`src/design/bimodal_branch_predictor_top_assert.svh`:
```
// assertion macros for the bimodal predictor
`ifndef BIMODAL_BRANCH_PREDICTOR_TOP_ASSERT_SVH
`define BIMODAL_BRANCH_PREDICTOR_TOP_ASSERT_SVH
`ifndef SYNTHESIS
`define BBP_CHECK(label, prop, msg) \
	label: assert property (@(posedge clk) disable iff (!arst_n) (prop)) else $error(msg);
`define BBP_CHECK_NEXT(label, ante, cons, msg) \
	label: assert property (@(posedge clk) disable iff (!arst_n) (ante) |=> (cons)) \
		else $error(msg);
`else
`define BBP_CHECK(label, prop, msg)
`define BBP_CHECK_NEXT(label, ante, cons, msg)
`endif
`endif

```
`src/design/bbp_pkg.sv`:
```
`default_nettype none
package bbp_pkg;

	localparam int TABLE_ENTRIES_DEF = 1024;
	localparam int PC_W = 32;
	localparam int WORD_W = 30;
	localparam int COUNT_W = 32;
	localparam logic [1:0] CTR_WEAK_NT = 2'd1;

	typedef enum logic [1:0] {
		OP_PREDICT = 2'd0,
		OP_COMMIT  = 2'd1,
		OP_SYNC    = 2'd2,
		OP_NOP     = 2'd3
	} op_t;

	typedef struct packed {
		logic [1:0]      opcode;
		logic [PC_W-1:0] branch_pc;
		logic            was_predicted_taken;
		logic            was_taken;
	} req_t;

	typedef struct packed {
		logic               predict_taken;
		logic [COUNT_W-1:0] total_branches;
		logic [COUNT_W-1:0] correct_branches;
	} rsp_t;

	// stage load enables
	typedef struct packed {
		logic ld_s1;
		logic ld_s2;
		logic ld_s3;
		logic ld_s4;
	} pipe_ctrl_t;

	typedef struct packed {
		logic       we;
		logic [1:0] val;
	} tbl_wr_t;

	function automatic int slot_width(input int n);
		return (n > 1) ? $clog2(n) : 1;
	endfunction

endpackage
`default_nettype wire

```
`src/design/bbp_index.sv`:
```
`default_nettype none
module bbp_index #(
	parameter int TABLE_ENTRIES = bbp_pkg::TABLE_ENTRIES_DEF
) (
	input  wire logic                                          clk,
	input  wire bbp_pkg::pipe_ctrl_t                           ctrl,
	input  wire logic [bbp_pkg::WORD_W-1:0]                    word,
	output logic [bbp_pkg::slot_width(TABLE_ENTRIES)-1:0]      slot_s3,
	output logic [bbp_pkg::slot_width(TABLE_ENTRIES)-1:0]      slot_s4
);
	localparam int SLOT_W = bbp_pkg::slot_width(TABLE_ENTRIES);
	localparam int WORD_W = bbp_pkg::WORD_W;
	localparam int LOG2 = $clog2(TABLE_ENTRIES);
	localparam int SHIFT = WORD_W + LOG2;
	localparam int RECIP_W = WORD_W + 1;
	localparam int PROD_W = SHIFT + WORD_W;
	localparam longint unsigned RECIP =
		((longint'(1) << SHIFT) + longint'(TABLE_ENTRIES) - 1) / longint'(TABLE_ENTRIES);

	logic [WORD_W-1:0] word_s1;
	logic [WORD_W-1:0] word_s2;
	logic [WORD_W-1:0] quot_s2;
	logic [PROD_W-1:0] prod;
	logic [WORD_W-1:0] qn;
	logic [WORD_W-1:0] rem;

	// quotient by reciprocal multiply, exact for 30-bit words
	assign prod = PROD_W'(word_s1) * PROD_W'(RECIP_W'(RECIP));
	assign qn = quot_s2 * WORD_W'(TABLE_ENTRIES);
	assign rem = word_s2 - qn;

	always_ff @(posedge clk) begin
		if (ctrl.ld_s1) begin
			word_s1 <= word;
		end
		if (ctrl.ld_s2) begin
			word_s2 <= word_s1;
			quot_s2 <= prod[PROD_W-1:SHIFT];
		end
		if (ctrl.ld_s3) begin
			slot_s3 <= rem[SLOT_W-1:0];
		end
		if (ctrl.ld_s4) begin
			slot_s4 <= slot_s3;
		end
	end

endmodule
`default_nettype wire

```
`src/design/bbp_table.sv`:
```
`default_nettype none
module bbp_table #(
	parameter int TABLE_ENTRIES = bbp_pkg::TABLE_ENTRIES_DEF
) (
	input  wire logic                                     clk,
	input  wire logic                                     arst_n,
	input  wire logic                                     ld_s4,
	input  wire logic [bbp_pkg::slot_width(TABLE_ENTRIES)-1:0] rd_slot,
	input  wire bbp_pkg::tbl_wr_t                         wr,
	input  wire logic [bbp_pkg::slot_width(TABLE_ENTRIES)-1:0] wr_slot,
	output logic [1:0]                                    counter_s4,
	output logic                                          clear_done
);
	localparam int SLOT_W = bbp_pkg::slot_width(TABLE_ENTRIES);
	localparam logic [SLOT_W-1:0] LAST = SLOT_W'(TABLE_ENTRIES - 1);

	logic [1:0]        mem [TABLE_ENTRIES];
	logic [1:0]        rdata_s4;
	logic [1:0]        fwd_val_s4;
	logic              fwd_s4;
	logic              clr_busy_q;
	logic [SLOT_W-1:0] clr_idx_q;

	assign clear_done = !clr_busy_q;
	assign counter_s4 = fwd_s4 ? fwd_val_s4 : rdata_s4;

	// initialisation sweep after reset
	always_ff @(posedge clk or negedge arst_n) begin
		if (!arst_n) begin
			clr_busy_q <= 1'b1;
			clr_idx_q <= '0;
		end else if (clr_busy_q) begin
			if (clr_idx_q == LAST) begin
				clr_busy_q <= 1'b0;
			end else begin
				clr_idx_q <= clr_idx_q + 1'b1;
			end
		end
	end

	always_ff @(posedge clk or negedge arst_n) begin
		if (!arst_n) begin
			fwd_s4 <= 1'b0;
		end else if (ld_s4) begin
			fwd_s4 <= wr.we && (wr_slot == rd_slot);
		end
	end

	always_ff @(posedge clk) begin
		if (clr_busy_q) begin
			mem[clr_idx_q] <= bbp_pkg::CTR_WEAK_NT;
		end else if (wr.we) begin
			mem[wr_slot] <= wr.val;
		end
	end

	always_ff @(posedge clk) begin
		if (ld_s4) begin
			rdata_s4 <= mem[rd_slot];
			fwd_val_s4 <= wr.val;
		end
	end

endmodule
`default_nettype wire

```
`src/design/bbp_state.sv`:
```
`default_nettype none
module bbp_state #(
	parameter int TABLE_ENTRIES = bbp_pkg::TABLE_ENTRIES_DEF
) (
	input  wire logic                                          clk,
	input  wire logic                                          arst_n,
	input  wire logic                                          exec,
	input  wire logic [1:0]                                    opcode_s4,
	input  wire logic                                          pred_s4,
	input  wire logic                                          actual_s4,
	input  wire logic [bbp_pkg::slot_width(TABLE_ENTRIES)-1:0] slot_s4,
	input  wire logic [1:0]                                    counter_s4,
	output bbp_pkg::rsp_t                                      result,
	output bbp_pkg::tbl_wr_t                                   wr,
	output logic [bbp_pkg::slot_width(TABLE_ENTRIES)-1:0]      wr_slot
);
	localparam int SLOT_W = bbp_pkg::slot_width(TABLE_ENTRIES);
	localparam int COUNT_W = bbp_pkg::COUNT_W;

	logic               pend_valid_q;
	logic [SLOT_W-1:0]  pend_slot_q;
	logic [1:0]         pend_ctr_q;
	logic [COUNT_W-1:0] total_com_q;
	logic [COUNT_W-1:0] correct_com_q;
	logic [COUNT_W-1:0] total_pend_q;
	logic [COUNT_W-1:0] correct_pend_q;
	logic [1:0]         stepped;
	logic [COUNT_W-1:0] total_inc;
	logic [COUNT_W-1:0] correct_inc;

	function automatic logic [COUNT_W-1:0] sat_inc(input logic [COUNT_W-1:0] v);
		return (&v) ? v : v + 1'b1;
	endfunction

	always_comb begin
		if (actual_s4) begin
			stepped = (counter_s4 == 2'd3) ? counter_s4 : counter_s4 + 2'd1;
		end else begin
			stepped = (counter_s4 == 2'd0) ? counter_s4 : counter_s4 - 2'd1;
		end
	end

	assign total_inc = sat_inc(total_com_q);
	assign correct_inc = (pred_s4 == actual_s4) ? sat_inc(correct_com_q) : correct_com_q;

	assign wr.we = exec && (opcode_s4 == bbp_pkg::OP_SYNC) && pend_valid_q;
	assign wr.val = pend_ctr_q;
	assign wr_slot = pend_slot_q;

	always_comb begin
		result.predict_taken = 1'b0;
		result.total_branches = total_com_q;
		result.correct_branches = correct_com_q;
		case (opcode_s4)
			bbp_pkg::OP_PREDICT: begin
				result.predict_taken = counter_s4[1];
			end
			bbp_pkg::OP_SYNC: begin
				result.total_branches = total_pend_q;
				result.correct_branches = correct_pend_q;
			end
			default: begin
				result.predict_taken = 1'b0;
			end
		endcase
	end

	always_ff @(posedge clk or negedge arst_n) begin
		if (!arst_n) begin
			pend_valid_q <= 1'b0;
			pend_slot_q <= '0;
			pend_ctr_q <= bbp_pkg::CTR_WEAK_NT;
			total_com_q <= '0;
			correct_com_q <= '0;
			total_pend_q <= '0;
			correct_pend_q <= '0;
		end else if (exec) begin
			case (opcode_s4)
				bbp_pkg::OP_COMMIT: begin
					pend_valid_q <= 1'b1;
					pend_slot_q <= slot_s4;
					pend_ctr_q <= stepped;
					total_pend_q <= total_inc;
					correct_pend_q <= correct_inc;
				end
				bbp_pkg::OP_SYNC: begin
					total_com_q <= total_pend_q;
					correct_com_q <= correct_pend_q;
				end
				default: begin
					pend_valid_q <= pend_valid_q;
				end
			endcase
		end
	end

endmodule
`default_nettype wire

```
`src/design/bimodal_branch_predictor_top.sv`:
```
// bimodal two-bit counter branch predictor
// a request beat passes the two-step slot divide, the registered table read and the
// answer register before its answer beat is offered
// throughput: one beat per cycle while rsp_ready is high, the counter table has one read and one write port
// reset: asynchronous; afterwards req_ready stays low until every counter
// has been set to weakly not taken
`default_nettype none
`include "bimodal_branch_predictor_top_assert.svh"
module bimodal_branch_predictor_top #(
	parameter int TABLE_ENTRIES = bbp_pkg::TABLE_ENTRIES_DEF
) (
	input  wire logic          clk,
	input  wire logic          arst_n,
	input  wire logic          req_valid,
	output logic               req_ready,
	input  wire bbp_pkg::req_t req,
	output logic               rsp_valid,
	input  wire logic          rsp_ready,
	output bbp_pkg::rsp_t      rsp
);
	localparam int SLOT_W = bbp_pkg::slot_width(TABLE_ENTRIES);

	bbp_pkg::pipe_ctrl_t ctrl;
	bbp_pkg::tbl_wr_t    wr;
	bbp_pkg::rsp_t       result;

	logic              valid_s1, valid_s2, valid_s3, valid_s4;
	logic [1:0]        opcode_s1, opcode_s2, opcode_s3, opcode_s4;
	logic              pred_s1, pred_s2, pred_s3, pred_s4;
	logic              actual_s1, actual_s2, actual_s3, actual_s4;
	logic              rsp_valid_q;
	bbp_pkg::rsp_t     rsp_q;
	logic              ld_out;
	logic              exec;
	logic              accept;
	logic              clear_done;
	logic [SLOT_W-1:0] slot_s3;
	logic [SLOT_W-1:0] slot_s4;
	logic [SLOT_W-1:0] wr_slot;
	logic [1:0]        counter_s4;
	logic              pipe_busy;
	logic              exec_other;
	logic              count_order;

	// bubbles collapse, a stage loads when it is empty or the next one is empty or moving
	assign ld_out = !rsp_valid_q || rsp_ready;
	assign ctrl.ld_s4 = !valid_s4 || ld_out;
	assign ctrl.ld_s3 = !valid_s3 || ctrl.ld_s4;
	assign ctrl.ld_s2 = !valid_s2 || ctrl.ld_s3;
	assign ctrl.ld_s1 = !valid_s1 || ctrl.ld_s2;
	assign req_ready = clear_done && ctrl.ld_s1;
	assign accept = req_valid && req_ready;
	assign exec = valid_s4 && ld_out;

	assign rsp_valid = rsp_valid_q;
	assign rsp = rsp_q;

	assign pipe_busy = valid_s1 || valid_s2 || valid_s3 || valid_s4 || rsp_valid_q;
	assign exec_other = exec && (opcode_s4 != bbp_pkg::OP_PREDICT);
	assign count_order = rsp_q.correct_branches <= rsp_q.total_branches;

	always_ff @(posedge clk or negedge arst_n) begin
		if (!arst_n) begin
			valid_s1 <= 1'b0;
			valid_s2 <= 1'b0;
			valid_s3 <= 1'b0;
			valid_s4 <= 1'b0;
			rsp_valid_q <= 1'b0;
		end else begin
			if (ctrl.ld_s1) begin
				valid_s1 <= accept;
			end
			if (ctrl.ld_s2) begin
				valid_s2 <= valid_s1;
			end
			if (ctrl.ld_s3) begin
				valid_s3 <= valid_s2;
			end
			if (ctrl.ld_s4) begin
				valid_s4 <= valid_s3;
			end
			if (ld_out) begin
				rsp_valid_q <= valid_s4;
			end
		end
	end

	always_ff @(posedge clk) begin
		if (ctrl.ld_s1) begin
			opcode_s1 <= req.opcode;
			pred_s1 <= req.was_predicted_taken;
			actual_s1 <= req.was_taken;
		end
		if (ctrl.ld_s2) begin
			opcode_s2 <= opcode_s1;
			pred_s2 <= pred_s1;
			actual_s2 <= actual_s1;
		end
		if (ctrl.ld_s3) begin
			opcode_s3 <= opcode_s2;
			pred_s3 <= pred_s2;
			actual_s3 <= actual_s2;
		end
		if (ctrl.ld_s4) begin
			opcode_s4 <= opcode_s3;
			pred_s4 <= pred_s3;
			actual_s4 <= actual_s3;
		end
		if (exec) begin
			rsp_q <= result;
		end
	end

	bbp_index #(
		.TABLE_ENTRIES(TABLE_ENTRIES)
	) u_index (
		.clk     (clk),
		.ctrl    (ctrl),
		.word    (req.branch_pc[bbp_pkg::PC_W-1:2]),
		.slot_s3 (slot_s3),
		.slot_s4 (slot_s4)
	);

	bbp_table #(
		.TABLE_ENTRIES(TABLE_ENTRIES)
	) u_table (
		.clk        (clk),
		.arst_n     (arst_n),
		.ld_s4      (ctrl.ld_s4),
		.rd_slot    (slot_s3),
		.wr         (wr),
		.wr_slot    (wr_slot),
		.counter_s4 (counter_s4),
		.clear_done (clear_done)
	);

	bbp_state #(
		.TABLE_ENTRIES(TABLE_ENTRIES)
	) u_state (
		.clk        (clk),
		.arst_n     (arst_n),
		.exec       (exec),
		.opcode_s4  (opcode_s4),
		.pred_s4    (pred_s4),
		.actual_s4  (actual_s4),
		.slot_s4    (slot_s4),
		.counter_s4 (counter_s4),
		.result     (result),
		.wr         (wr),
		.wr_slot    (wr_slot)
	);

	`BBP_CHECK(a_clear_empty, !clear_done |-> !pipe_busy, "pipeline busy during initialisation")
	`BBP_CHECK_NEXT(a_other_not_taken, exec_other, !rsp_q.predict_taken, "taken on non-lookup beat")
	`BBP_CHECK(a_correct_le_total, rsp_valid_q |-> count_order, "correct count above total count")

endmodule
`default_nettype wire

```
`config.mk`:
```
export PLATFORM = sky130hd
export DESIGN_NAME = bimodal_branch_predictor_top
export DESIGN_NICKNAME = d
export VERILOG_FILES = /design/src/design/bbp_pkg.sv /design/src/design/bbp_index.sv /design/src/design/bbp_table.sv /design/src/design/bbp_state.sv /design/src/design/bimodal_branch_predictor_top.sv
export VERILOG_INCLUDE_DIRS = /design/src /design/src/design
export SDC_FILE = /design/constraint.sdc
export NUM_CORES = 2
export LEC_CHECK = 0
export BUFFER_PORTS_ARGS = -buffer_cell sky130_fd_sc_hd__buf_2
export CAP_MARGIN = 20
export CORE_UTILIZATION = 55
export CTS_CLUSTER_SIZE = 8
export DETAILED_ROUTE_END_ITERATION = 10
export GPL_ROUTABILITY_DRIVEN = 0
export GPL_TIMING_DRIVEN = 1
export PLACE_DENSITY = 0.71
export SYNTH_ARGS = -nofsm -noshare
export SYNTH_HDL_FRONTEND = slang
export SYNTH_SLANG_ARGS = --single-unit
export TNS_END_PERCENT = 1
```
`constraint.sdc`:
```
create_clock -name clk -period 35.8 [get_ports clk]
set_input_delay 1.79 -clock clk [delete_from_list [all_inputs] [get_ports clk]]
set_output_delay 1.79 -clock clk [all_outputs]
set_load 0.005 [all_outputs]
```
==> summary by stage <==
Clocking
The root buffer cell is sky130_fd_sc_hd__clkbuf_16. The number of buffers created by CTS is approximately 340. The clock-pin slew of the registers on the worst-case setup and hold paths is roughly 50 ps. The deepest clock path buffer count is 4. The number of hold buffers added after CTS was 0.

The total number of clock tree sinks is around 2.3k. The TritonCTS clock tree is yes. In this run, post-CTS repair resized a total of 0 instances. Buffers added to address setup during post-CTS repair amount to 0. The H-tree generated during clock tree synthesis spans 5 levels.

For the worst-skew pair, the clock arrives at the later sink with an insertion delay of roughly 930 ps.

Yosys
Of the post-synthesis cell area, the dominant cell type holds around two thirds. The number of enable flip-flop cells after synthesis is 2173. In this run, synthesis produced a sequential element count of roughly 2.3k. The number of warnings issued by yosys is 0.

The number of unique standard cell types used by synthesis is 75. The cell area that synthesis handed to floorplanning was about 96000 sq um. Summed over all instances, the cell type with the most area after synthesis is sky130_fd_sc_hd__edfxtp_1. The per-instance average area after synthesis is 16.9 sq um.

The gate count of the mapped netlist is between 5k and 6k. By area the synthesized netlist is led by sky130_fd_sc_hd__edfxtp_1 68%, sky130_fd_sc_hd__mux4_2 10%, sky130_fd_sc_hd__nor2_1 4.2%, sky130_fd_sc_hd__dfrtp_1 4.1%, sky130_fd_sc_hd__mux2i_1 2.5%. The async set-reset flop share out of synthesis is about 6.8%. The sequential area share after synthesis is roughly 72%. Counting every net in the synthesized netlist gives between 5k and 6k. For this run, the leading register cell type out of synthesis is sky130_fd_sc_hd__edfxtp_1.

Floorplanning
In this run the core area contains 152 standard-cell rows. Once the floorplan was initialized, standard cells occupied ~56% of the core. about 110 I/O pins were placed.

From bottom edge to top edge, the die measures approximately 420 microns. The region available for standard cell placement spans about 170000 sq um. The die covers 176000 sq um. The horizontal die dimension is roughly 420 microns.

Run
The number of max-cap violations is 0.

Timing
Setup violations remaining at the end of the flow were counted as 0. The maximum operating frequency is 146 MHz. Setup total negative slack on the finished layout was measured at 0 ps. The relative slew slack is between 20% and 30%. The number of failing hold endpoints at the final stage is 0. For the pin with the worst max-slew slack, the measured transition is roughly 1200 ps.

Setup repair after global routing left no endpoint under its margin. The post-route minimum period is 6840 ps. The final count of pins violating max slew is 0. The share of the clock period used by the worst path is approximately a fifth. The largest clock skew in the final design is roughly 57 ps. Setup slack closes at 28960 ps.

Layout
Counting the fill cells in the layout gives around 12k. The cell area after layout is between 100000 and 150000 sq um. From synthesis to final layout, the design area changed by 12.3%.

For this run, the post-layout net count is around 6k. In the final layout, the share of cells above drive strength 1 is between 20% and 30%. At the end of the flow the core is filled with cells to roughly 63%.

Hold path
The class of the tightest hold or removal check is flip-flop to flip-flop. The worst hold path passes through 0 cells. The capture endpoint of the worst hold path is actual_s3. In this run the most critical hold path is launched from actual_s2.

Placed design
The worst slack after detailed placement is about 29000 ps. Detailed placement finished with a half-perimeter wire length of around 130000 microns. The post-detailed-placement cell area is ~100000 sq um.

In this run the tool buffered the top-level ports with 84 buffer cells.

Routing
The first detailed-routing pass took 6 iterations. The post-detailed-routing wire length is 241000 microns. For this block, the initial DRC count from the detailed router was a little over 7k. The number of vias in the routed layout is 53.4k. The remaining design rule violation count is 0. The number of routed nets with antenna violations is 0. Dividing the detail-routed wire length by the instance count gives roughly 29 microns. The detailed-route vias per instance is approximately 6.5.

Worst setup path
The worst setup path is captured at a flip-flop. The setup path with the least slack is of type flip-flop to flip-flop. The dominant cell type by count on the critical path is sky130_fd_sc_hd__buf_4. The cell count of the worst reg-to-reg path is 12.

The biggest cell delay along the critical path is roughly 990 ps. The data required time at the worst endpoint is 36320 ps. The setup slack of the most critical reg-to-reg path is approximately 29000 ps. Data on the critical path arrives at its endpoint at between 7000 and 8000 ps.

The maximum fanout encountered on the critical timing path is between 40 and 50. The slowest library cell on the worst path is sky130_fd_sc_hd__nor4_1. The signal on the critical path passes through buf_4 -> buf_4 -> buf_4 -> buf_4 -> buf_4 -> mux4_2 -> mux2i_1 -> o221ai_1 -> nor4_1 -> nor4_1 -> a22oi_1 -> o211ai_1. The endpoint identified for the worst register-to-register timing path is u_table.rdata_s4[1]. The category of the worst setup path launch point is a flip-flop.

The worst reg2reg path startpoint is u_index.slot_s3[0].

GRT
The first global-routing pass estimated ~350000 microns of wire. The initial antenna violation count came to 19. Entering global routing, the biggest net connects 265 pins. The total track usage is 27.7%.

The total global routing overflow is 0. The via count of the first global-routing pass was 53.7k.

Power and ir drop
The leakage power is between 30 and 40 nW. Power spread over the standard cell area amounts to around 62 nW/um^2. The worst-case vdd ir drop is between 0.04 and 0.05 mV.

Overall power consumption after layout is estimated at roughly 6.6 mW.

Outcome
The run finished with clean final reports.
## per-stage QoR
| step | hold WS [ps] | instances |
|---|---|---|
| finish | 409 | 8195 |
| detailed placement | 405 | 7769 |
| CTS | 405 | 8169 |
| floorplan | 400 | 5682 |
| global placement | 404 | 7759 |
| global route | 415 | 8191 |
## flip-flops by register name, summed over array words and instances, names as in the netlist, 2 cells and up
register / flops
rsp: 65
u_index.slot_s4: 10
u_state.total_pend_q: 32
u_state.pend_ctr_q: 2
opcode_s4: 2
opcode_s2: 2
u_table.fwd_val_s4: 2
u_state.correct_com_q: 32
u_index.slot_s3: 10
opcode_s3: 2
u_index.word_s2: 10
u_index.word_s1: 10
u_table.clr_idx_q: 10
u_state.wr_slot: 10
opcode_s1: 2
u_table.mem: 2048
u_state.total_com_q: 32
u_table.rdata_s4: 2
u_state.correct_pend_q: 32
## where the power goes
| part | switching, mW | internal [mW] | total (mW) |
|---|---|---|---|
| clock | 1.06 | 1.71 | 2.77 |
| combinational | 0.478 | 0.281 | 0.758 |
| sequential | 0.0276 | 3.07 | 3.10 |
| total | 1.57 | 5.06 | 6.63 |
## cell families (layout without fill, tap and decap cells)
| group | after synthesis | count (layout) | share of synthesized area [%] |
|---|---|---|---|
| adders and majority gates | 4 | 4 | 0.0496 |
| xor gates and xnor gates | 82 | 82 | 0.749 |
| muxes | 824 | 824 | 14.6 |
| AOI/OAI and AO/OA | 450 | 450 | 3.13 |
| DFF | 2331 | 2331 | 72.2 |
| buffers and inverters | 448 | 646 | 2.57 |
| other | 0 | 5 | 0 |
| and+or+nand+nor | 1543 | 1543 | 6.68 |
## routing by layer
metal | vias to the layer above | part of all wire (%) | GRT usage, %
met4 | 10 | 3.7 | 10.9
met5 | - | 0.029 | 0
li1 | 22300 | - | -
met2 | 2961 | 48 | 43.7
met1 | 27600 | 38 | 38.0
met3 | 536 | 10 | 5.70
## layout by cell type (no fill, tap or decap), types with 56 or more instances in the layout
master                      count
sky130_fd_sc_hd__nor2_1      1068
sky130_fd_sc_hd__nor3_1        56
sky130_fd_sc_hd__nand2_1      184
sky130_fd_sc_hd__dfrtp_1      156
sky130_fd_sc_hd__buf_2         83
sky130_fd_sc_hd__mux4_2       429
sky130_fd_sc_hd__o21ai_0      100
sky130_fd_sc_hd__mux2i_1      235
sky130_fd_sc_hd__edfxtp_1    2173
sky130_fd_sc_hd__buf_4        105
sky130_fd_sc_hd__mux2_2       145
sky130_fd_sc_hd__a21oi_1       83
sky130_fd_sc_hd__o221ai_1      90
sky130_fd_sc_hd__clkbuf_16    348
## synth_stat cells, types with 53 or more instances
cell type / n
sky130_fd_sc_hd__nor2_1: 1069
sky130_fd_sc_hd__mux2_2: 145
sky130_fd_sc_hd__nor3_1: 56
sky130_fd_sc_hd__dfrtp_1: 156
sky130_fd_sc_hd__a21oi_1: 83
sky130_fd_sc_hd__clkbuf_1: 257
sky130_fd_sc_hd__buf_2: 90
sky130_fd_sc_hd__nand2_1: 200
sky130_fd_sc_hd__mux2i_1: 235
sky130_fd_sc_hd__nand3_1: 56
sky130_fd_sc_hd__o221ai_1: 90
sky130_fd_sc_hd__mux4_2: 429
sky130_fd_sc_hd__o21ai_0: 100
sky130_fd_sc_hd__edfxtp_1: 2173
sky130_fd_sc_hd__o22ai_1: 53
## critical path: cells and delay by family (launching register included)
kind,cells,cell delay (ps)
AOI/OAI and AO/OA,3,770
buffers and inverters,5,3220
and+or+nand+nor,2,1130
muxes,2,900
DFF,1,330
## area by class of cell
type	instances	area, sq um	share of cell area [%]
Multi-Input combinational cell	2903	24400	22.7
Sequential cell	2331	69200	64.2
Antenna cell	5	12.5	0.0116
Clock inverter	7	76.3	0.0709
Tap cell	2310	2890	2.68
Timing Repair Buffer	227	2140	1.98
Clock buffer	393	8880	8.24
Inverter	19	73.8	0.0685
## worst max path at each step
stage | endpoint | cells after the start | from
floorplan | u_table.mem[0][1] | 6 | rsp_ready
global placement | u_table.rdata_s4[1] | 12 | u_index.slot_s3[0]
detailed placement | u_table.rdata_s4[1] | 12 | u_index.slot_s3[0]
CTS | u_table.rdata_s4[1] | 12 | u_index.slot_s3[0]
global route | u_table.rdata_s4[1] | 12 | u_index.slot_s3[0]
finish | u_table.rdata_s4[1] | 12 | u_index.slot_s3[0]
No activity file was read; power rests on OpenSTA's default activity.
